### config.mk
export PLATFORM = sky130hd
export DESIGN_NAME = cpu_operand_fetch_top
export DESIGN_NICKNAME = d
export VERILOG_FILES = /design/src/sv/cof_pkg.sv /design/src/sv/cof_in_stage.sv /design/src/sv/cof_core.sv /design/src/sv/cof_out_stage.sv /design/src/sv/cpu_operand_fetch_top.sv
export VERILOG_INCLUDE_DIRS = /design/src /design/src/sv
export SDC_FILE = /design/constraint.sdc
export NUM_CORES = 1
export LEC_CHECK = 0
export ABC_AREA = 1
export BUFFER_PORTS_ARGS = -buffer_cell sky130_fd_sc_hd__buf_2
export CELL_PAD_IN_SITES_DETAIL_PLACEMENT = 1
export CELL_PAD_IN_SITES_GLOBAL_PLACEMENT = 2
export CORE_MARGIN = 2
export CORE_UTILIZATION = 35
export CTS_CLUSTER_DIAMETER = 60
export DETAILED_ROUTE_END_ITERATION = 8
export GPL_TIMING_DRIVEN = 0
export PLACE_DENSITY = 0.83
export SLEW_MARGIN = 20
export SYNTH_ARGS = -nofsm -noshare
export SYNTH_HDL_FRONTEND = slang
export SYNTH_HIERARCHICAL = 1
export SYNTH_SLANG_ARGS = --single-unit
### constraint.sdc
create_clock -name clk -period 8.6 [get_ports clk]
set_input_delay 1.29 -clock clk [delete_from_list [all_inputs] [get_ports clk]]
set_output_delay 1.29 -clock clk [all_outputs]
set_load 0.005 [all_outputs]
### src/sv/cpu_operand_fetch_top_defines.svh
// Assertion macros shared by the operand fetch RTL.
`ifndef CPU_OPERAND_FETCH_TOP_DEFINES_SVH
`define CPU_OPERAND_FETCH_TOP_DEFINES_SVH

// Same-cycle implication, disabled during reset.
`define COF_ASSERT_NOW(label, clk, rst, ante, cons, msg) \
  label: assert property (@(posedge clk) disable iff (rst) (ante) |-> (cons)) else $error(msg);

// Next-cycle implication, disabled during reset.
`define COF_ASSERT_NEXT(label, clk, rst, ante, cons, msg) \
  label: assert property (@(posedge clk) disable iff (rst) (ante) |=> (cons)) else $error(msg);

`endif

### src/sv/cof_pkg.sv
package cof_pkg;

  // Stream widths, padded to whole bytes.
  localparam int IN_TDATA_W  = 80;
  localparam int OUT_TDATA_W = 88;

  // High page used by (C) operands and A8 destinations.
  localparam logic [15:0] HIGH_PAGE = 16'hFF00;

  // Input word kinds.
  localparam logic KIND_START = 1'b0;
  localparam logic KIND_DATA  = 1'b1;

  // Result word kinds.
  localparam logic RK_REQUEST = 1'b0;
  localparam logic RK_FINAL   = 1'b1;

  // Addressing modes.
  localparam logic [4:0] MODE_IMP    = 5'd0;
  localparam logic [4:0] MODE_R      = 5'd1;
  localparam logic [4:0] MODE_R_R    = 5'd2;
  localparam logic [4:0] MODE_R_D8   = 5'd3;
  localparam logic [4:0] MODE_R_D16  = 5'd4;
  localparam logic [4:0] MODE_D16    = 5'd5;
  localparam logic [4:0] MODE_MR_R   = 5'd6;
  localparam logic [4:0] MODE_R_MR   = 5'd7;
  localparam logic [4:0] MODE_R_HLI  = 5'd8;
  localparam logic [4:0] MODE_R_HLD  = 5'd9;
  localparam logic [4:0] MODE_HLI_R  = 5'd10;
  localparam logic [4:0] MODE_HLD_R  = 5'd11;
  localparam logic [4:0] MODE_R_A8   = 5'd12;
  localparam logic [4:0] MODE_A8_R   = 5'd13;
  localparam logic [4:0] MODE_HL_SPR = 5'd14;
  localparam logic [4:0] MODE_D8     = 5'd15;
  localparam logic [4:0] MODE_A16_R  = 5'd16;
  localparam logic [4:0] MODE_D16_R  = 5'd17;
  localparam logic [4:0] MODE_MR_D8  = 5'd18;
  localparam logic [4:0] MODE_MR     = 5'd19;
  localparam logic [4:0] MODE_R_A16  = 5'd20;

  // Count of bus reads taken so far in a multi-byte fetch.
  localparam logic [1:0] READS_NONE = 2'd0;
  localparam logic [1:0] READS_ONE  = 2'd1;

  typedef struct packed {
    logic        kind;
    logic [4:0]  mode;
    logic [15:0] reg1_value;
    logic [15:0] reg2_value;
    logic        reg1_is_c;
    logic        reg2_is_c;
    logic [15:0] program_counter;
    logic [15:0] hl_value;
    logic [7:0]  bus_data;
  } item_t;

  typedef struct packed {
    logic        result_kind;
    logic [15:0] read_address;
    logic [15:0] operand_value;
    logic [15:0] dest_addr;
    logic        dest_in_mem;
    logic [15:0] new_pc;
    logic [15:0] new_hl;
    logic        hl_written;
    logic        bad_mode;
  } result_t;

  // Step handshake from the core to the input and output stages.
  typedef struct packed {
    logic take;
    logic emit;
  } step_ctl_t;

endpackage

### src/sv/cof_in_stage.sv
`include "cpu_operand_fetch_top_defines.svh"

module cof_in_stage
  import cof_pkg::*;
(
  input  logic                  clk,
  input  logic                  rst,
  input  logic                  s_tvalid,
  output logic                  s_tready,
  input  logic [IN_TDATA_W-1:0] s_tdata,
  input  logic                  s_tuser,
  input  step_ctl_t             ctl,
  output logic                  in_valid,
  output item_t                 item_q
);

  logic load;

  // A word can enter when the register is empty or drains this cycle.
  assign s_tready = !in_valid || ctl.take;
  assign load     = s_tvalid && s_tready;

  always_ff @(posedge clk) begin
    if (rst) begin
      in_valid <= 1'b0;
    end else if (load) begin
      in_valid <= 1'b1;
    end else if (ctl.take) begin
      in_valid <= 1'b0;
    end
  end

  // Unpack the word into its fields.
  always_ff @(posedge clk) begin
    if (load) begin
      item_q.kind            <= s_tuser;
      item_q.mode            <= s_tdata[4:0];
      item_q.reg1_value      <= s_tdata[20:5];
      item_q.reg2_value      <= s_tdata[36:21];
      item_q.reg1_is_c       <= s_tdata[37];
      item_q.reg2_is_c       <= s_tdata[38];
      item_q.program_counter <= s_tdata[54:39];
      item_q.hl_value        <= s_tdata[70:55];
      item_q.bus_data        <= s_tdata[78:71];
    end
  end

  `COF_ASSERT_NEXT(in_hold, clk, rst, in_valid && !ctl.take, in_valid && $stable(item_q), "held input word changed")
  `COF_ASSERT_NOW(take_needs_word, clk, rst, ctl.take, in_valid, "step taken with no input word")

endmodule

### src/sv/cof_core.sv
module cof_core
  import cof_pkg::*;
(
  input  logic      clk,
  input  logic      rst,
  input  logic      in_valid,
  input  item_t     item_q,
  input  logic      out_free,
  output step_ctl_t ctl,
  output result_t   res
);

  // Fetch state.
  logic        busy, busy_next;
  logic [4:0]  held_mode, held_mode_next;
  logic [1:0]  reads_done, reads_done_next;
  logic [7:0]  low_byte, low_byte_next;
  logic [15:0] working_pc, working_pc_next;
  logic [15:0] pending_dest, pending_dest_next;
  logic [15:0] pending_data, pending_data_next;
  logic [15:0] pending_hl, pending_hl_next;
  logic        pending_hl_write, pending_hl_write_next;
  logic [15:0] last_fetched, last_fetched_next;

  // Decisions of this step.
  logic        go;
  logic        do_req;
  logic        do_final;
  logic [15:0] req_addr;
  logic [15:0] fin_data;
  logic [15:0] fin_dest;
  logic        fin_mem;
  logic        fin_hlw;
  logic [15:0] fin_hl;
  logic        fin_bad;
  logic [15:0] r1_paged;
  logic [15:0] r2_paged;
  logic [15:0] word;
  logic [15:0] byte_ext;

  assign go       = in_valid && out_free;
  assign r1_paged = item_q.reg1_is_c ? (item_q.reg1_value | HIGH_PAGE) : item_q.reg1_value;
  assign r2_paged = item_q.reg2_is_c ? (item_q.reg2_value | HIGH_PAGE) : item_q.reg2_value;
  assign word     = {item_q.bus_data, low_byte};
  assign byte_ext = {8'h00, item_q.bus_data};

  // Next state and result for the word in the input register.
  always_comb begin
    busy_next             = busy;
    held_mode_next        = held_mode;
    reads_done_next       = reads_done;
    low_byte_next         = low_byte;
    working_pc_next       = working_pc;
    pending_dest_next     = pending_dest;
    pending_data_next     = pending_data;
    pending_hl_next       = pending_hl;
    pending_hl_write_next = pending_hl_write;
    last_fetched_next     = last_fetched;
    do_req   = 1'b0;
    do_final = 1'b0;
    req_addr = '0;
    fin_data = '0;
    fin_dest = '0;
    fin_mem  = 1'b0;
    fin_hlw  = 1'b0;
    fin_hl   = '0;
    fin_bad  = 1'b0;

    if (item_q.kind == KIND_START) begin
      held_mode_next        = item_q.mode;
      reads_done_next       = READS_NONE;
      working_pc_next       = item_q.program_counter;
      pending_hl_write_next = 1'b0;
      pending_dest_next     = item_q.reg1_value;
      pending_data_next     = item_q.reg2_value;
      case (item_q.mode)
        MODE_IMP: begin
          do_final = 1'b1;
          fin_data = last_fetched;
        end
        MODE_R: begin
          do_final = 1'b1;
          fin_data = item_q.reg1_value;
        end
        MODE_R_R: begin
          do_final = 1'b1;
          fin_data = item_q.reg2_value;
        end
        MODE_MR_R: begin
          do_final = 1'b1;
          fin_data = item_q.reg2_value;
          fin_dest = r1_paged;
          fin_mem  = 1'b1;
        end
        MODE_HLI_R, MODE_HLD_R: begin
          do_final = 1'b1;
          fin_data = item_q.reg2_value;
          fin_dest = item_q.reg1_value;
          fin_mem  = 1'b1;
          fin_hlw  = 1'b1;
          fin_hl   = (item_q.mode == MODE_HLI_R) ? item_q.hl_value + 16'd1
                                                 : item_q.hl_value - 16'd1;
        end
        MODE_R_D8, MODE_R_D16, MODE_D16, MODE_R_A8, MODE_A8_R, MODE_HL_SPR,
        MODE_D8, MODE_A16_R, MODE_D16_R, MODE_MR_D8, MODE_R_A16: begin
          do_req          = 1'b1;
          req_addr        = item_q.program_counter;
          working_pc_next = item_q.program_counter + 16'd1;
        end
        MODE_R_MR: begin
          do_req   = 1'b1;
          req_addr = r2_paged;
        end
        MODE_R_HLI, MODE_R_HLD: begin
          do_req                = 1'b1;
          req_addr              = item_q.reg2_value;
          pending_hl_write_next = 1'b1;
          pending_hl_next       = (item_q.mode == MODE_R_HLI) ? item_q.hl_value + 16'd1
                                                              : item_q.hl_value - 16'd1;
        end
        MODE_MR: begin
          do_req   = 1'b1;
          req_addr = item_q.reg1_value;
        end
        default: begin
          do_final = 1'b1;
          fin_data = last_fetched;
          fin_bad  = 1'b1;
        end
      endcase
    end else if (busy) begin
      reads_done_next = reads_done + 2'd1;
      case (held_mode)
        MODE_R_D8, MODE_R_A8, MODE_HL_SPR, MODE_D8: begin
          do_final = 1'b1;
          fin_data = byte_ext;
        end
        MODE_A8_R: begin
          do_final = 1'b1;
          fin_data = last_fetched;
          fin_dest = byte_ext | HIGH_PAGE;
          fin_mem  = 1'b1;
        end
        MODE_MR_D8, MODE_MR: begin
          do_final = 1'b1;
          fin_data = byte_ext;
          fin_dest = pending_dest;
          fin_mem  = 1'b1;
        end
        MODE_R_MR, MODE_R_HLI, MODE_R_HLD: begin
          do_final = 1'b1;
          fin_data = byte_ext;
          fin_hlw  = pending_hl_write;
          fin_hl   = pending_hl;
        end
        MODE_R_D16, MODE_D16, MODE_A16_R, MODE_D16_R, MODE_R_A16: begin
          if (reads_done == READS_NONE) begin
            // Low byte in hand; fetch the high byte next.
            low_byte_next   = item_q.bus_data;
            do_req          = 1'b1;
            req_addr        = working_pc;
            working_pc_next = working_pc + 16'd1;
          end else if (held_mode == MODE_R_D16 || held_mode == MODE_D16) begin
            do_final = 1'b1;
            fin_data = word;
          end else if (held_mode == MODE_A16_R || held_mode == MODE_D16_R) begin
            do_final = 1'b1;
            fin_data = pending_data;
            fin_dest = word;
            fin_mem  = 1'b1;
          end else if (reads_done == READS_ONE) begin
            // Absolute address assembled; read the operand there.
            do_req   = 1'b1;
            req_addr = word;
          end else begin
            do_final = 1'b1;
            fin_data = byte_ext;
          end
        end
        default: begin
          do_final = 1'b1;
          fin_data = last_fetched;
        end
      endcase
    end

    // Common bookkeeping of a request or a final result.
    if (do_req) begin
      busy_next = 1'b1;
    end
    if (do_final) begin
      last_fetched_next     = fin_data;
      busy_next             = 1'b0;
      reads_done_next       = READS_NONE;
      pending_hl_write_next = 1'b0;
    end
  end

  // Result word.
  always_comb begin
    res.result_kind   = do_final ? RK_FINAL : RK_REQUEST;
    res.read_address  = do_req ? req_addr : 16'h0000;
    res.operand_value = do_final ? fin_data : 16'h0000;
    res.dest_addr     = (do_final && fin_mem) ? fin_dest : 16'h0000;
    res.dest_in_mem   = do_final && fin_mem;
    res.new_pc        = do_final ? working_pc_next : 16'h0000;
    res.new_hl        = (do_final && fin_hlw) ? fin_hl : 16'h0000;
    res.hl_written    = do_final && fin_hlw;
    res.bad_mode      = do_final && fin_bad;
  end

  assign ctl.take = go;
  assign ctl.emit = go && (do_req || do_final);

  always_ff @(posedge clk) begin
    if (rst) begin
      busy             <= 1'b0;
      held_mode        <= MODE_IMP;
      reads_done       <= READS_NONE;
      low_byte         <= '0;
      working_pc       <= '0;
      pending_dest     <= '0;
      pending_data     <= '0;
      pending_hl       <= '0;
      pending_hl_write <= 1'b0;
      last_fetched     <= '0;
    end else if (go) begin
      busy             <= busy_next;
      held_mode        <= held_mode_next;
      reads_done       <= reads_done_next;
      low_byte         <= low_byte_next;
      working_pc       <= working_pc_next;
      pending_dest     <= pending_dest_next;
      pending_data     <= pending_data_next;
      pending_hl       <= pending_hl_next;
      pending_hl_write <= pending_hl_write_next;
      last_fetched     <= last_fetched_next;
    end
  end

endmodule

### src/sv/cof_out_stage.sv
module cof_out_stage
  import cof_pkg::*;
(
  input  logic      clk,
  input  logic      rst,
  input  step_ctl_t ctl,
  input  result_t   res,
  input  logic      m_tready,
  output logic      m_tvalid,
  output logic      out_free,
  output result_t   res_q
);

  // The register can take a new result when empty or being read out.
  assign out_free = !m_tvalid || m_tready;

  always_ff @(posedge clk) begin
    if (rst) begin
      m_tvalid <= 1'b0;
    end else if (ctl.emit) begin
      m_tvalid <= 1'b1;
    end else if (m_tready) begin
      m_tvalid <= 1'b0;
    end
  end

  always_ff @(posedge clk) begin
    if (ctl.emit) begin
      res_q <= res;
    end
  end

endmodule

### src/sv/cpu_operand_fetch_top.sv
// Channel   Dir  tdata                                       tuser
// s_*       in   mode, reg1_value, reg2_value, reg1_is_c,    kind
//                reg2_is_c, program_counter, hl_value,
//                bus_data
// m_*       out  read_address, operand_value, dest_addr,     result_kind
//                dest_in_mem, new_pc, new_hl, hl_written,
//                bad_mode
//
// The accepting edge loads a word into the input register; its result enters the output
// register, raising m_tvalid, once that register is free. While m_tready is high, one
// word per cycle is sustained; a data word with no read outstanding gives no result.
// Reset (rst, synchronous) empties both registers and clears the fetch state.
// A stall on m_tready holds the output register; s_tready drops once the input
// register is also full.
`include "cpu_operand_fetch_top_defines.svh"

module cpu_operand_fetch_top
  import cof_pkg::*;
(
  input  logic                   clk,
  input  logic                   rst,
  input  logic                   s_tvalid,
  output logic                   s_tready,
  // [4:0] mode, [20:5] reg1_value, [36:21] reg2_value, [37] reg1_is_c,
  // [38] reg2_is_c, [54:39] program_counter, [70:55] hl_value,
  // [78:71] bus_data, [79] zero
  input  logic [IN_TDATA_W-1:0]  s_tdata,
  // [0] kind
  input  logic                   s_tuser,
  output logic                   m_tvalid,
  input  logic                   m_tready,
  // [15:0] read_address, [31:16] operand_value, [47:32] dest_addr,
  // [48] dest_in_mem, [64:49] new_pc, [80:65] new_hl, [81] hl_written,
  // [82] bad_mode, [87:83] zero
  output logic [OUT_TDATA_W-1:0] m_tdata,
  // [0] result_kind
  output logic                   m_tuser
);

  step_ctl_t ctl;
  item_t     item_q;
  result_t   res;
  result_t   res_q;
  logic      in_valid;
  logic      out_free;

  cof_in_stage u_in (
    .clk      (clk),
    .rst      (rst),
    .s_tvalid (s_tvalid),
    .s_tready (s_tready),
    .s_tdata  (s_tdata),
    .s_tuser  (s_tuser),
    .ctl      (ctl),
    .in_valid (in_valid),
    .item_q   (item_q)
  );

  cof_core u_core (
    .clk      (clk),
    .rst      (rst),
    .in_valid (in_valid),
    .item_q   (item_q),
    .out_free (out_free),
    .ctl      (ctl),
    .res      (res)
  );

  cof_out_stage u_out (
    .clk      (clk),
    .rst      (rst),
    .ctl      (ctl),
    .res      (res),
    .m_tready (m_tready),
    .m_tvalid (m_tvalid),
    .out_free (out_free),
    .res_q    (res_q)
  );

  // Pack the result word.
  assign m_tuser = res_q.result_kind;
  assign m_tdata = {5'b00000, res_q.bad_mode, res_q.hl_written, res_q.new_hl,
                    res_q.new_pc, res_q.dest_in_mem, res_q.dest_addr,
                    res_q.operand_value, res_q.read_address};

  `COF_ASSERT_NOW(req_fields_clear, clk, rst,
    m_tvalid && res_q.result_kind == RK_REQUEST,
    res_q.operand_value == 16'h0000 && !res_q.dest_in_mem && !res_q.hl_written &&
    !res_q.bad_mode, "bus request carries final fields")
  `COF_ASSERT_NOW(bad_mode_plain, clk, rst, m_tvalid && res_q.bad_mode,
    res_q.result_kind == RK_FINAL && !res_q.dest_in_mem && !res_q.hl_written,
    "bad mode result has side effects")
  `COF_ASSERT_NOW(emit_when_free, clk, rst, ctl.emit, out_free,
    "result written over an unread word")

endmodule
==> summary.md, run 1 <==
| Metric | Value |
|---|---|
| Slew margin rel. | `0.2753` |
| CP max stage cell | `clkbuf_1` |
| Mapped Area | `13,460 µm²` |
| PostCTS Resize Cnt | `0` |
| Global-route wire length before repair | `~80,000 µm` |
| Clk_lat worst skew | `550 ps` |
| VDD IR max | `190.4 µV` |
| Total setup buffers inserted after CTS | `0` |
| CTS max path bufs | `3` |
| Worst reg2reg setup slack | `5030 ps` |
| CP max stage delay | `between 600 and 700 ps` |
| Data arrival time of the worst path | `3280 ps` |
| DRT Wirelength | `52,170 µm` |
| Antenna violations before repair | `0` |
| Worst Path Buf+Inv | `7` |
| Routability-driven placement congestion ratio | `0.9123` |
| Worst path cell trace | `buf_2 > inv_1 > nand2_2 > nand2_1 > inv_1 > clkbuf_1 > buf_4 > inv_2 > nand2_2 > buf_2` |
| Post-synthesis sequential area ratio | `0.5132` |
| Cell count after synthesis | `1,601` |
| CP delay by family, top | `buffers and inverters` |
| Post-synth EDFFs | `between 150 and 200` |
| Endpoints failing setup | `0` |
| Unrepaired setup endpoints after global routing | `false` |
| Placeable core area | `37,760 µm²` |
| Final net count | `roughly 1.9k` |
| Max Freq | `around 220 MHz` |
| Crit path time final | `4573 ps` |
| #FFs+latches synth | `roughly 260` |
| Static Leak | `6.811 nW` |
| Crit path kind | `primary input to output port` |
| Total power | `roughly 0.0034 W` |
| ANT cells | `0` |
| Critical path capture point type | `output port` |
| Root Driver | `clkbuf_16` |
| Fin Hold WS | `468.0 ps` |
| Vias in the first global route | `12.68k` |
| Final slew viol count | `0` |
| Crit path max fanout | `10` |
| Remaining Overflow, GRT | `0` |
| CP required | `7310 ps` |
| Register-to-Register Path Depth | `9` |
| Antenna-violating nets left | `0` |
| CTS tree | `done` |
| Initial DRC Count | `around 880` |
| Clock skew | `19.30 ps` |
| Dpl hpwl | `40,220 µm` |
| Top Ports | `between 150 and 200` |
| DRT Pass-1 Iters | `5` |
| Tot GR Track Use | `0.2567` |
| PnR worst setup slack | `4027 ps` |
| Critical Path Stages | `10` |
| Chip height | `200.1 µm` |
| Async set-reset flop share out of synthesis | `0` |
| Max cap viols | `0` |
| Vias per inst | `between 5 and 6` |
| Htree depth | `2` |
| Via count | `12.54k` |
| Share of the synthesized area in the top cell type | `0.3659` |
| Routed len/inst | `22.12 µm` |
| Fin cells | `2,358` |
| Num CTS Buffers | `36` |
| Port Buffers | `169` |
| Worst hold path depth | `2` |
| Area contributors post-synth | `edfxtp_1, dfxtp_1, nand2_1, nand3_1, o21ai_0` |
| Yosys warning total | `6` |
| Pwr dens | `210.0 nW/µm²` |
| Fill cells | `between 4k and 5k` |
| Die width | `~200 µm` |
| Synth-to-Final Area Change | `21.85%` |
| CTS Hold Buffers Added | `0` |
| FP Rows | `71` |
| Clock sink total | `about 260` |
| Largest net degree at the start of global routing | `26` |
| Top_reg_cell synth | `edfxtp_1` |
| Setup TNS | `0 ps` |
| Tightest Hold Check Type | `flop to flop` |
| Count of cell types in the netlist | `49` |
| Clock-pin slew on the worst setup and hold paths | `roughly 60 ps` |
| Least-Margin Pin Slew | `1087 ps` |
| Fin crit share | `0.5318` |
| Final hold viol count | `0` |
| Die footprint | `40,040 µm²` |
| Area leader, netlist | `edfxtp_1` |
| Crit path launch type | `primary input` |
| Mean Syn Cell Area | `8.407 µm²` |
| Initial Util | `0.3565` |
| Share of layout cells above drive strength 1 | `0.1727` |
| # DRC | `0` |
| Dpl ws | `3974 ps` |
| Outcome | `completed` |
| Placed Cells | `2,292` |
==> layout by cell type, fill, tap and decap left out, types with 14 or more instances in the layout <==
master and count:
inv_1 158, nor3_1 28, nand4_1 36, o22ai_1 15, o21ai_0 134, nor2_1 98
buf_2 186, xor2_1 25, a221oi_1 14, nand3_1 154, clkbuf_16 37, edfxtp_1 164
dfxtp_1 99, nand2_1 329, clkbuf_1 50, o211ai_1 19, a22oi_1 23, a21oi_1 122
==> final timing paths <==
| path | startpoint | to |
|---|---|---|
| hold / removal | u_core/pending_hl[11]$_SDFFE_PP0P_ | u_core/pending_hl[11]$_SDFFE_PP0P_ |
| setup / recovery | m_tready | s_tready |
| setup reg to reg | u_in/in_valid$_SDFFE_PP0P_ | u_in/item_q[48]$_DFFE_PP_ |
| hold reg to reg | u_core/pending_hl[11]$_SDFFE_PP0P_ | u_core/pending_hl[11]$_SDFFE_PP0P_ |
==> worst register-to-register path, delay by kind of cell, from the launching register on <==
family	cells	cell delay, ps
DFF	1	400
AOI/OAI and AO/OA	1	540
and+or+nand+nor	1	440
buffers and inverters	7	1890
==> cells in the mapped netlist (4+ instances only) <==
master	number
nand2_1	329
o211ai_1	19
dfxtp_1	99
clkbuf_1	49
a22o_1	4
nand3_2	5
ha_1	7
xor2_1	25
a22oi_1	23
buf_1	5
o21ai_0	134
nor3_1	28
a221oi_1	14
nor2_1	98
buf_4	9
nand2_2	5
edfxtp_1	164
nor2_2	8
nand4_1	36
o21ai_1	7
nor2_4	7
inv_1	158
inv_2	10
clkinv_1	5
nand3_1	154
o21bai_1	9
a21oi_1	124
o22ai_1	15
buf_2	17
==> power by group <==
part | switching (W) | internal (W) | leakage (nW)
sequential | 0.0000515 | 0.00141 | 2.41
combinational | 0.000288 | 0.000124 | 3.79
clock | 0.000610 | 0.000957 | 0.608
total | 0.000950 | 0.00249 | 6.81
==> routing by layer <==
layer,vias to the layer above,wire [µm],track usage
met5,-,0,0
met3,76,2383,0.03010
li1,5945,-,-
met4,0,1713,0.09728
met1,6139,24170,0.3539
met2,375,23900,0.4139
==> registers in the layout, indices dropped and copies added, names as in the netlist <==
name and cells:
u_out/m_tvalid 1, u_core/pending_hl 16, u_core/pending_dest 16, u_in/item_q 80, u_core/held_mode 5, u_core/reads_done 2
u_in/in_valid 1, u_core/busy 1, u_core/pending_data 16, u_core/last_fetched 16, u_out/res_q 84, u_core/pending_hl_write 1
u_core/low_byte 8, u_core/working_pc 16
==> final cells by class <==
class                   instances  area, µm²  share of cell area
flip-flops and latches        263       6907              0.4211
multi-input cells            1087       5563              0.3392
repair buffers                176       1018             0.06210
clock buffers                  39      943.4             0.05753
inverters                     173      649.4             0.03960
well taps                     511      639.4             0.03899
plain buffers                  82      377.9             0.02304
clock inverters                27      301.5             0.01839
==> through the flow <==
stage	instance area, µm²	util
finish	16400	0.4344
global route	16400	0.4344
CTS	16400	0.4344
detailed placement	15150	0.4014
global placement	14960	0.3962
floorplan	13470	-
==> kinds of logic (layout without fill, tap and decap cells) <==
logic type                 after synthesis  count (layout)  synth area share
AOI/OAI and AO/OA                      361             361            0.1542
xor gates and xnor gates                28              28           0.01822
adders and majority gates                7               7          0.006507
buffers and inverters                  255             497           0.07632
DFF                                    263             263            0.5132
other                                    1               5         0.0002786
and+or+nand+nor                        686             686            0.2313
Power figures use the tool's default switching activity.
==> run 2: changes to the inputs <==
- clock period: 8.6 -> 4.35 ns (I/O delays scaled with it)
==> run 2 against run 1 <==
  * Hold slack worse by 180 ps
  * Count of clock-buffer cells in the layout rose by 5
  * Non-clock buffer count up 2
  * First-iteration DRC count increased by 6.7%
  * Clock skew down 2.6 ps
  * Clock power up 79%
  * Register-to-register slack lost 4400 ps
  * Combinational power rose by 99%
  * Flip-flop and latch count did not move
  * Via count is 0.51% higher
  * Highest routed layer unchanged
  * Die area unchanged
  * Sequential share of layout area up 0.25 points
==> summary.md, run 2 (same netlist as run 1, synthesis figures left out) <==
| Metric | Value |
|---|---|
| Switching Fraction | `0.2803` |
| PnR worst setup slack | `631.5 ps` |
| Num CTS Buffers | `35` |
| Fin crit share | `0.8548` |
| Critical path capture point type | `flop` |
| VDD IR max | `around 240 µV` |
| Largest reg by FF count | `u_out/res_q` |
| Placeable core area | `37,760 µm²` |
| Die width | `roughly 200 µm` |
| Largest net degree at the start of global routing | `25` |
| Static Leak | `about 6.8 nW` |
| DRT Pass-1 Iters | `5` |
| Fin cells | `2,356` |
| Crit path launch type | `flop` |
| Max Freq | `268.9 MHz` |
| Dpl hpwl | `40,520 µm` |
| Top Ports | `around 180` |
| Sequential share of power | `0.444` |
| Pwr dens | `around 400 nW/µm²` |
| Most frequent cells in the layout | `nand2_1, buf_2, edfxtp_1` |
| Tightest Hold Check Type | `primary input to flop` |
| DRT Wirelength | `52,210 µm` |
| Setup TNS | `0 ps` |
| Total setup buffers inserted after CTS | `0` |
| Tot GR Track Use | `0.2587` |
| Max reg flops | `between 80 and 90` |
| Chip height | `200.1 µm` |
| Combinational Power Share | `0.126` |
| Outcome | `completed` |
| Antenna violations before repair | `0` |
| Area of the multi-input gates | `5563 µm²` |
| Clock share of power | `0.431` |
| Remaining Overflow, GRT | `0` |
| Unrepaired setup endpoints after global routing | `false` |
| Sw Pwr | `0.001831 W` |
| CTS tree | `done` |
| ANT cells | `0` |
| PostCTS Resize Cnt | `0` |
| Routed len/inst | `between 20 and 25 µm` |
| Data arrival time of the worst path | `approximately 4000 ps` |
| Register area | `6907 µm²` |
| Via count | `between 10k and 15k` |
| Htree depth | `2` |
| Max cap viols | `0` |
| Worst Path Buf+Inv | `8` |
| Endpoints failing setup | `0` |
| Port Buffers | `roughly 170` |
| Final hold viol count | `0` |
| Final net count | `1,912` |
| Crit path top cell by count | `buf_16` |
| Crit path max fanout | `24` |
| Root Driver | `clkbuf_16` |
| Die footprint | `around 40,000 µm²` |
| Routability-driven placement congestion ratio | `0.9332` |
| Clock-pin slew on the worst setup and hold paths | `60 ps` |
| Fill cells | `4,520` |
| Vias per inst | `5.348` |
| Internal | `0.004703 W` |
| CP max stage delay | `630 ps` |
| Clk_lat worst skew | `540 ps` |
| Dpl ws | `approximately 270 ps` |
| Antenna-violating nets left | `0` |
| Synth-to-Final Area Change | `21.13%` |
| Vias in the first global route | `12.83k` |
| Slew margin rel. | `0.3188` |
| CP required | `4590 ps` |
| Least-Margin Pin Slew | `1022 ps` |
| Clock skew | `roughly 17 ps` |
| # DRC | `0` |
| Initial DRC Count | `943` |
| FP Rows | `71` |
| Initial Util | `0.3565` |
| Crit path time final | `3718 ps` |
| CP max stage cell | `clkbuf_1` |
| Share of layout cells above drive strength 1 | `0.1707` |
| CTS max path bufs | `3` |
| Worst path cell trace | `nand2_1 > inv_1 > clkbuf_1 > buf_4 > inv_2 > a21oi_4 > buf_16 > buf_8 > buf_16 > buf_16` |
| Placed Cells | `between 2k and 2.5k` |
| CTS Hold Buffers Added | `0` |
| Global-route wire length before repair | `approximately 80,000 µm` |
| Final slew viol count | `0` |
| Clock sink total | `263` |
| Most common cell after layout, fill and taps aside | `nand2_1` |
| Top flop regs | `u_out/res_q x84, u_in/item_q x80` |
| Crit path kind | `flop to flop` |
| CP delay by family, top | `buffers and inverters` |
## run 2: cell types whose count changed in the layout (fill, tap and decap cells not counted), sizes merged
cell	before	now
clkinv	17	13
clkbuf	88	93
inv	175	173
bufinv	5	2
buf	209	211
## run 2: final timing paths
path                            cells after the start  slack (ps)                          startpoint                                  to
worst min register to register                      2         470  u_core/pending_hl[14]$_SDFFE_PP0P_  u_core/pending_hl[14]$_SDFFE_PP0P_
worst min-delay path                                1         290                         s_tdata[46]           u_in/item_q[31]$_DFFE_PP_
worst max register to register                     10         630          u_in/in_valid$_SDFFE_PP0P_           u_in/item_q[46]$_DFFE_PP_
worst max-delay path                               10         630          u_in/in_valid$_SDFFE_PP0P_           u_in/item_q[46]$_DFFE_PP_
## run 2: cell type report
class                      instances  share of cell area
inverter                         173             0.03983
buffer                            82             0.02318
timing repair buffer             178             0.06477
tap                              511             0.03922
multi-input combinational       1087              0.3412
clock buffer                      44             0.05702
sequential                       263              0.4236
clock inverter                    18             0.01113
## run 2: power groups by stage
stage | clock [W] | sequential [W] | combinational (W)
floorplan | 0 | 0.00292 | 0.000463
global placement | 0 | 0.00296 | 0.000760
detailed placement | 0 | 0.00295 | 0.000810
CTS | 0.00289 | 0.00290 | 0.000814
global route | 0.00298 | 0.00291 | 0.000896
finish | 0.00281 | 0.00290 | 0.000821
## run 2: metrics by stage
stage / total power, W / area [µm²] / util / hold WS [ps]
floorplan: 0.003380 / 13480 / - / 439.2
global placement: 0.003718 / 14970 / 0.3964 / 454.5
detailed placement: 0.003758 / 15190 / 0.4024 / 460.8
CTS: 0.006597 / 16300 / 0.4318 / 257.7
global route: 0.006782 / 16300 / 0.4318 / 264.0
finish: 0.006534 / 16300 / 0.4318 / 285.9
## run 2: layer usage
metal | track usage | up-vias | share of wire
met5 | 0 | - | 0
met1 | 0.3459 | 6169 | 0.45
met2 | 0.4184 | 389 | 0.46
met4 | 0.09915 | 0 | 0.037
met3 | 0.04491 | 96 | 0.056
li1 | - | 5945 | -
